[config.mk]
export PLATFORM = sky130hd
export DESIGN_NAME = adk_wheel_div
export DESIGN_NICKNAME = d
export VERILOG_FILES = /design/src/hdl/adk_pkg.sv /design/src/hdl/adk_wheel_div.sv
export SDC_FILE = /design/constraint.sdc
export NUM_CORES = 2
export LEC_CHECK = 0
export CAP_MARGIN = 20
export CELL_PAD_IN_SITES_DETAIL_PLACEMENT = 1
export CELL_PAD_IN_SITES_GLOBAL_PLACEMENT = 2
export CORE_MARGIN = 1
export CORE_UTILIZATION = 43
export DETAILED_ROUTE_END_ITERATION = 8
export DONT_BUFFER_PORTS = 1
export GPL_ROUTABILITY_DRIVEN = 0
export PLACE_DENSITY_LB_ADDON = 0.1
export SLEW_MARGIN = 20
export SYNTH_ARGS = -nofsm -noshare
export SYNTH_HDL_FRONTEND = slang
export SYNTH_SLANG_ARGS = --single-unit
[constraint.sdc]
create_clock -name clk_i -period 5.6 [get_ports clk_i]
set_input_delay 0.56 -clock clk_i [delete_from_list [all_inputs] [get_ports clk_i]]
set_output_delay 0.56 -clock clk_i [all_outputs]
set_load 0.02 [all_outputs]
[src/hdl/adk_pkg.sv]
package adk_pkg;

  // Field and register widths.
  localparam int unsigned SPEED_W  = 24;
  localparam int unsigned STEER_W  = 18;
  localparam int unsigned RATE_W   = 32;
  localparam int unsigned WB_W     = 16;
  localparam int unsigned TRACK_W  = 17;
  localparam int unsigned RADIUS_W = 16;
  localparam int unsigned LIMIT_W  = 17;
  localparam int unsigned DB_W     = 16;
  localparam int unsigned CFG_W    = 17;

  // CORDIC sizing: x and y are Q32 magnitudes up to about 2^40.3, z is Q30.
  localparam int unsigned CORDIC_STAGES = 16;
  localparam int unsigned ATAN_LEN      = 24;
  localparam int unsigned NSTG = (CORDIC_STAGES > ATAN_LEN) ? ATAN_LEN : CORDIC_STAGES;
  localparam int unsigned XW   = 44;
  localparam int unsigned ZW   = 33;

  // Wheel divider: 42-bit dividend, 17-bit divisor, one quotient bit a stage.
  localparam int unsigned DIV_BITS = 42;
  localparam int unsigned DEN_W    = 17;
  localparam int unsigned NUM_W    = 43;

  // atan(2^-i) in Q30, truncated.
  localparam logic [31:0] ATAN_Q30 [ATAN_LEN] = '{
    32'h3243F6A8, 32'h1DAC6705, 32'h0FADBAFC, 32'h07F56EA6, 32'h03FEAB76, 32'h01FFD55B,
    32'h00FFFAAA, 32'h007FFF55, 32'h003FFFEA, 32'h001FFFFD, 32'h000FFFFF, 32'h0007FFFF,
    32'h0003FFFF, 32'h0001FFFF, 32'h0000FFFF, 32'h00007FFF, 32'h00003FFF, 32'h00001FFF,
    32'h00000FFF, 32'h000007FF, 32'h000003FF, 32'h000001FF, 32'h000000FF, 32'h0000007F
  };

  typedef enum logic [2:0] {
    CFG_WHEELBASE = 3'd0,
    CFG_TRACK     = 3'd1,
    CFG_RADIUS    = 3'd2,
    CFG_MAX_STEER = 3'd3,
    CFG_DEADBAND  = 3'd4
  } cfg_idx_e;

  typedef enum logic [1:0] {
    SRC_ZERO   = 2'd0,
    SRC_CORDIC = 2'd1,
    SRC_LIMIT  = 2'd2
  } steer_src_e;

  typedef struct packed {
    logic signed [SPEED_W-1:0] linear_speed;
    logic signed [SPEED_W-1:0] angular_rate;
  } cmd_t;

  typedef struct packed {
    logic signed [STEER_W-1:0] steer_angle;
    logic signed [RATE_W-1:0]  left_wheel_rate;
    logic signed [RATE_W-1:0]  right_wheel_rate;
  } res_t;

  // Side data that travels alongside the wheel dividers.
  typedef struct packed {
    logic signed [XW-1:0] x;
    logic signed [XW-1:0] y;
    logic signed [ZW-1:0] z;
    steer_src_e           src;
    logic                 yaw_pos;
    logic                 l_neg;
    logic                 l_zero;
    logic                 r_neg;
    logic                 r_zero;
  } side_t;

endpackage

[src/hdl/adk_wheel_div.sv]
module adk_wheel_div
  import adk_pkg::*;
(
  input  logic                clk_i,
  input  logic                en_i,
  input  logic [DEN_W-1:0]    den_i,
  input  logic [DIV_BITS-1:0] dvd_i,
  output logic [DIV_BITS-1:0] quo_o
);

  logic [DEN_W-1:0]    rem_q [DIV_BITS+1];
  logic [DIV_BITS-1:0] dvd_q [DIV_BITS+1];
  logic [DIV_BITS-1:0] quo_q [DIV_BITS+1];

  // The dividend enters with a cleared remainder.
  always_comb begin
    rem_q[0] = '0;
    dvd_q[0] = dvd_i;
    quo_q[0] = '0;
  end

  // Restoring division, one quotient bit per stage, MSB first.
  for (genvar k = 1; k <= DIV_BITS; k++) begin : g_step
    logic [DEN_W:0] rem_sh;
    logic [DEN_W:0] rem_sub;
    logic           ge;

    always_comb begin
      rem_sh  = {rem_q[k-1], dvd_q[k-1][DIV_BITS-1]};
      ge      = (rem_sh >= {1'b0, den_i});
      rem_sub = rem_sh - {1'b0, den_i};
    end

    always_ff @(posedge clk_i) begin
      if (en_i) begin
        rem_q[k] <= ge ? rem_sub[DEN_W-1:0] : rem_sh[DEN_W-1:0];
        dvd_q[k] <= {dvd_q[k-1][DIV_BITS-2:0], 1'b0};
        quo_q[k] <= {quo_q[k-1][DIV_BITS-2:0], ge};
      end
    end
  end

  assign quo_o = quo_q[DIV_BITS];

endmodule

* Word level (Yosys, flattened, before mapping)
Cells that the tools add are included.
** Word-level totals
- Flip-flop bits (word level) :: 2461
- Bits of input ports :: 61
- Output and inout bits :: 42
- Word-level logic and storage cells :: 249
** Cells by class
- Add/sub/neg operators :: 41
- Order comparisons :: 42
- Multiplexer cells :: 41
** Operators by type and width (number)
- greater-or-equal comparator 18 x 17 -> 1 bit :: 41
- 2-to-1 mux 17 bit :: 40
- subtractor 17 bit :: 40
- greater-or-equal comparator 1 x 17 -> 1 bit :: 1
- subtractor 1 x 17 -> 17 bit :: 1
- 2-to-1 mux 1 bit :: 1

* Logic depth before layout (Yosys ltp)
- Depth after elaboration :: 2
- Mapped depth :: 15
- Gate-level depth less buffers :: 13

* Worst setup path before layout
No wires, ideal clock.
- Path type :: input to register
- Start :: in den_i[1]
- End :: reg rem_q, in the netlist g_step[20].rem_sh[10] (data pin)
- Library setup time :: 0.260 ns
- Arrival time :: 5.571 ns
- Required time :: 5.340 ns
- Slack :: -0.231 ns
- Stages on the path :: 13
- Buffers on the path :: 2
- Path through :: inv_1 -> fa_1 -> a21oi_1 -> o21ai_0 -> a2111oi_0 -> nor3_1 -> a31oi_1 -> o21a_1 -> o21ai_0 -> a211o_1 -> clkbuf_1 -> buf_2 -> mux2_2
** Between the ends
- Longest elaborated chain between the ends :: 2
- Elaborated cells on any way between the ends :: 3
- Classes of those cells :: add/sub (1); order compare (1); mux (1)
** Ends and longest elaborated chain
- start: declaration :: RTL line adk_wheel_div.sv:6 : input logic [DEN_W-1:0] den_i,
- greater-or-equal comparator 18 x 17 -> 1 bit :: RTL line adk_wheel_div.sv:30 : ge = (rem_sh >= {1'b0, den_i});
- via g_step[19].ge :: RTL line adk_wheel_div.sv:26 : logic ge;
- 2-to-1 mux 17 bit :: RTL line adk_wheel_div.sv:36 : rem_q[k] <= ge ? rem_sub[DEN_W-1:0] : rem_sh[DEN_W-1:0];
- end signal: indexed assignment :: RTL line adk_wheel_div.sv:36
- end: declaration :: RTL line adk_wheel_div.sv:11 : logic [DEN_W-1:0] rem_q [DIV_BITS+1];
The timed path passes the listed nets, and every way through them passes these cells.
A chain may end at the register's enable or synchronous reset.

* Worst setup path in the final report
- Start :: reg dvd_q[1469] in the netlist's numbering
- End :: reg rem_q, in the netlist g_step[10].rem_sh[10] (data pin)
** Between the ends
- Longest elaborated chain between the ends :: 2
- Elaborated cells on any way between the ends :: 3
- Classes of those cells :: add/sub (1); order compare (1); mux (1)
** Ends and longest elaborated chain
- start: declaration :: RTL line adk_wheel_div.sv:12 : logic [DIV_BITS-1:0] dvd_q [DIV_BITS+1];
- start signal: indexed assignment :: RTL line adk_wheel_div.sv:37 : dvd_q[k] <= {dvd_q[k-1][DIV_BITS-2:0], 1'b0};
- subtractor 17 bit / greater-or-equal comparator 18 x 17 -> 1 bit (equally long branches) :: RTL line adk_wheel_div.sv:31, adk_wheel_div.sv:30
- 2-to-1 mux 17 bit * :: RTL line adk_wheel_div.sv:36
Mark *: on every way between the ends. The rest lies on a longest branch, timed or not.

==> results_dict.tcl <==
set metrics [dict create \
    final-max-slew-violation-count 0 \
    detail_route.first_pass.iterations 5 \
    clockRootBuffer "clkbuf_16" \
    grt_antenna_before_repair 9 \
    cts.sink_count 2461 \
    num-nets-final 8781 \
    detail_route.wirelength_mm 248 \
    timing.setup.critical_path_class "flop to flop" \
    worstMarginPinSlew_ns 1.17 \
    stdcell_area_um2 127000 \
    p_leak_nw 46.5 \
    critical-path-top-delay-family "compound AO/OA/AOI/OAI gates" \
    core_um2 258000 \
    grtUsageTotal_pct 18.7 \
    worstPathRequired_ns 6.19 \
    timing.critical_path.to_type "flop" \
    clk_path_buf_depth 4 \
    top_level_ports 103 \
    crit_share_post_route_pct 74.3 \
    final_core_util_pct 49.2 \
    setup_slack_ns 1.44 \
    grt_pass1_vias 65600 \
    grt_max_degree 237 \
    cts_inserted_buffers 284 \
    portBuffers 0 \
    synth_nets 8470 \
    final.setup.tns_ns 0 \
    postSynthRegisterBits 2461 \
    vias 62200 \
    setup_viol 0 \
    synth_async_sr_flop_share_pct 0 \
    post_dp_cell_area_um2 117000 \
    postSynth.topFlopCell "edfxtp_1" \
    dieWidth_um 512 \
    power_per_cell_area_nw_per_um2 571 \
    drcViolationCount 0 \
    final.setup_skew_ns 0.0510 \
    final.min_clock_period_ns 4.16 \
    synth_cell_types 80 \
    cts_tree "done" \
    first_iter_violations 3387 \
    slew_headroom_pct 21.9 \
    grt_pass1_wl_mm 380 \
    design.die.area_um2 262000 \
    route.detailed.wl_per_inst_um 21.4 \
    ys_seq_area_share_pct 66.1 \
    grt_overflow 0 \
    post_synth_inst_count 7670 \
    detailedPlacementHpwl_mm 164 \
    cts_max_level 5 \
    cells_traversed_along_the_worst_timing_path "inv_1 -> ha_1 -> inv_1 -> fa_1 -> a21oi_1 -> o211ai_1 -> a2111oi_0 -> o31ai_1 -> o211ai_1 -> nand2_1 -> a211o_1 -> mux2_2" \
    synth_edf_count 2461 \
    slowest_delay_ns 0.65 \
    routed_via_density 5.36 \
    start_util_pct 43.4 \
    synth.avg_cell_area_um2 14.6 \
    syn-cell-area_um2 112000 \
    crit_path_start_kind "flop" \
    hold_class "input pin to flop" \
    ys.warnings.count 0 \
    post_cts_resize_count 0 \
    critPathArrivalTime_ns 4.76 \
    critical-path-slowest-cell "a2111oi_0" \
    grt_setup_unrepaired "false" \
    final_hold_viol_count 0 \
    final_antenna_net_count 0 \
    max_clock_freq_ghz 0.240 \
    timing.critical_path.fanout_max 30 \
    worst-path-buf-inv 2 \
    clock_slew_seen_by_the_registers_of_the_worst_setup_and_hold_paths_ns 0.06 \
    irDropWorstVdd_v 0.000309 \
    worstSkewPairLatency_ns 0.88 \
    pre_cts_slack_ns 0.710 \
    max-cap-violations 0 \
    outcome "completed" \
    areaGrowthSynthToFinish_pct 13.4 \
    share_of_final_layout_standard_cells_stronger_than_drive_strength_1_pct 12.0 \
    dieHeight_um 512 \
    placementRows 186 \
]
[state kept, by name (all words and copies together) (netlist names)]
| register | cells |
|---|---|
| dvd_q | 861 |
| quo_q | 861 |
| quo_o | 42 |
| g_step.rem_sh | 697 |
[power breakdown]
part	internal, mW	switching [mW]
registers	25.7	2.48
clock network	10.9	7.49
logic	11.9	13.8
total	48.6	23.7
[final timing paths]
kind | startpoint | to | slack [ns] | depth (start not counted)
worst max-delay path | dvd_q[1469] | g_step[10].rem_sh[10] | 1.44 | 12
worst min-delay path | den_i[0] | g_step[2].rem_sh[1] | 0.10 | 2
worst max register to register | dvd_q[1469] | g_step[10].rem_sh[10] | 1.44 | 12
worst min register to register | quo_q[1051] | quo_q[1010] | 0.39 | 0
[stage by stage]
step                hold slack [ns]  std cells  power, mW
floorplan                     0.400       7670       46.9
global placement              0.400      11000       53.6
detailed placement            0.405      11000       54.2
CTS                          0.0163      11600       73.2
global route                  0.104      11600       76.8
finish                        0.102      11600       72.3
[per-layer routing]
| metal | vias up | routed length [µm] | global-route usage [%] |
|---|---|---|---|
| met2 | 841 | 123000 | 32.5 |
| met4 | 0 | 8950 | 6.85 |
| li1 | 30100 | - | - |
| met5 | - | 0 | 0 |
| met1 | 30800 | 109000 | 24.0 |
| met3 | 447 | 7060 | 2.20 |
[kinds of logic after synthesis]
kind of cell | Yosys count | synth area share [%]
flip-flops | 2461 | 66.1
adder cells (fa/ha/maj) | 739 | 8.54
buffers and inverters | 409 | 1.53
multiplexers | 398 | 4.01
XOR/XNOR | 522 | 4.09
AO/OA/AOI/OAI | 1737 | 9.80
AND/OR/NAND/NOR | 1404 | 5.88
[synthesized netlist by cell type, drive strengths merged (9+ instances only)]
master   instances  area [µm²]
a31o            14         123
xor2           192        1680
nand3b           9        67.6
a31oi           54         338
o31a            20         175
and3            21         131
o31ai           35         263
nand3           55         275
o21a            86         646
o41ai           14         123
o21bai         105         788
edfxtp        2461       73900
nand2          306        1150
mux2           375        4250
or3             37         231
o211ai          25         188
a311oi          12         105
a21o           237        1780
inv            274        1030
nand2b          55         344
nor3           130         651
nor2           513        1930
o21ai          322        1620
buf             48         349
clkbuf          86         323
a211o            9        78.8
a2111oi         15         206
and2            20         125
a221oi          13         114
a21boi          28         210
nor2b           73         457
ha             699        8750
a41oi           10        87.6
or2             31         194
a211oi          45         338
a21oi          624        3130
nand4          115         719
nor4            19         125
mux2i           23         230
fa              40         801
xnor2          330        2890
[final cells by class]
cell class / count / area, µm²
antenna: 5 / 12.5
clock buffer: 332 / 7330
clock inverter: 173 / 1970
fill: 24800 / 131000
inverter: 275 / 1050
multi-input combinational: 4800 / 36300
sequential: 2461 / 73900
tap: 3384 / 4230
timing repair buffer: 159 / 1890
[layout by cell type, fill, tap and decap left out, types with 21 or more instances in the layout]
| cell | count |
|---|---|
| nor2b_1 | 73 |
| o21a_1 | 86 |
| clkbuf_16 | 286 |
| and3_1 | 21 |
| nand4_1 | 115 |
| nor3_1 | 129 |
| nand3_1 | 55 |
| nand2b_1 | 55 |
| o31ai_1 | 35 |
| xnor2_1 | 330 |
| xor2_1 | 192 |
| o21ai_0 | 308 |
| inv_1 | 258 |
| or3_1 | 37 |
| ha_1 | 699 |
| a21o_1 | 237 |
| a211oi_1 | 44 |
| dlygate4sd3_1 | 42 |
| nor2_1 | 513 |
| o211ai_1 | 25 |
| clkinv_1 | 64 |
| fa_1 | 40 |
| bufinv_16 | 32 |
| or2_2 | 31 |
| a31oi_1 | 52 |
| mux2i_1 | 23 |
| a21boi_0 | 28 |
| o21bai_1 | 104 |
| buf_4 | 81 |
| edfxtp_1 | 2461 |
| clkbuf_1 | 46 |
| mux2_2 | 367 |
| a21oi_1 | 621 |
| clkinv_2 | 44 |
| nand2_1 | 306 |
[what timing repair did]
| action | 4_1_cts | 5_1_grt |
|---|---|---|
| hold buffers | 43 | 0 |
| hold endpoints to repair | 156 | 0 |
| endpoints found under the setup margin | 0 | 0 |
| buffers inserted | 0 | 0 |
(Power assumes the default switching activity.)
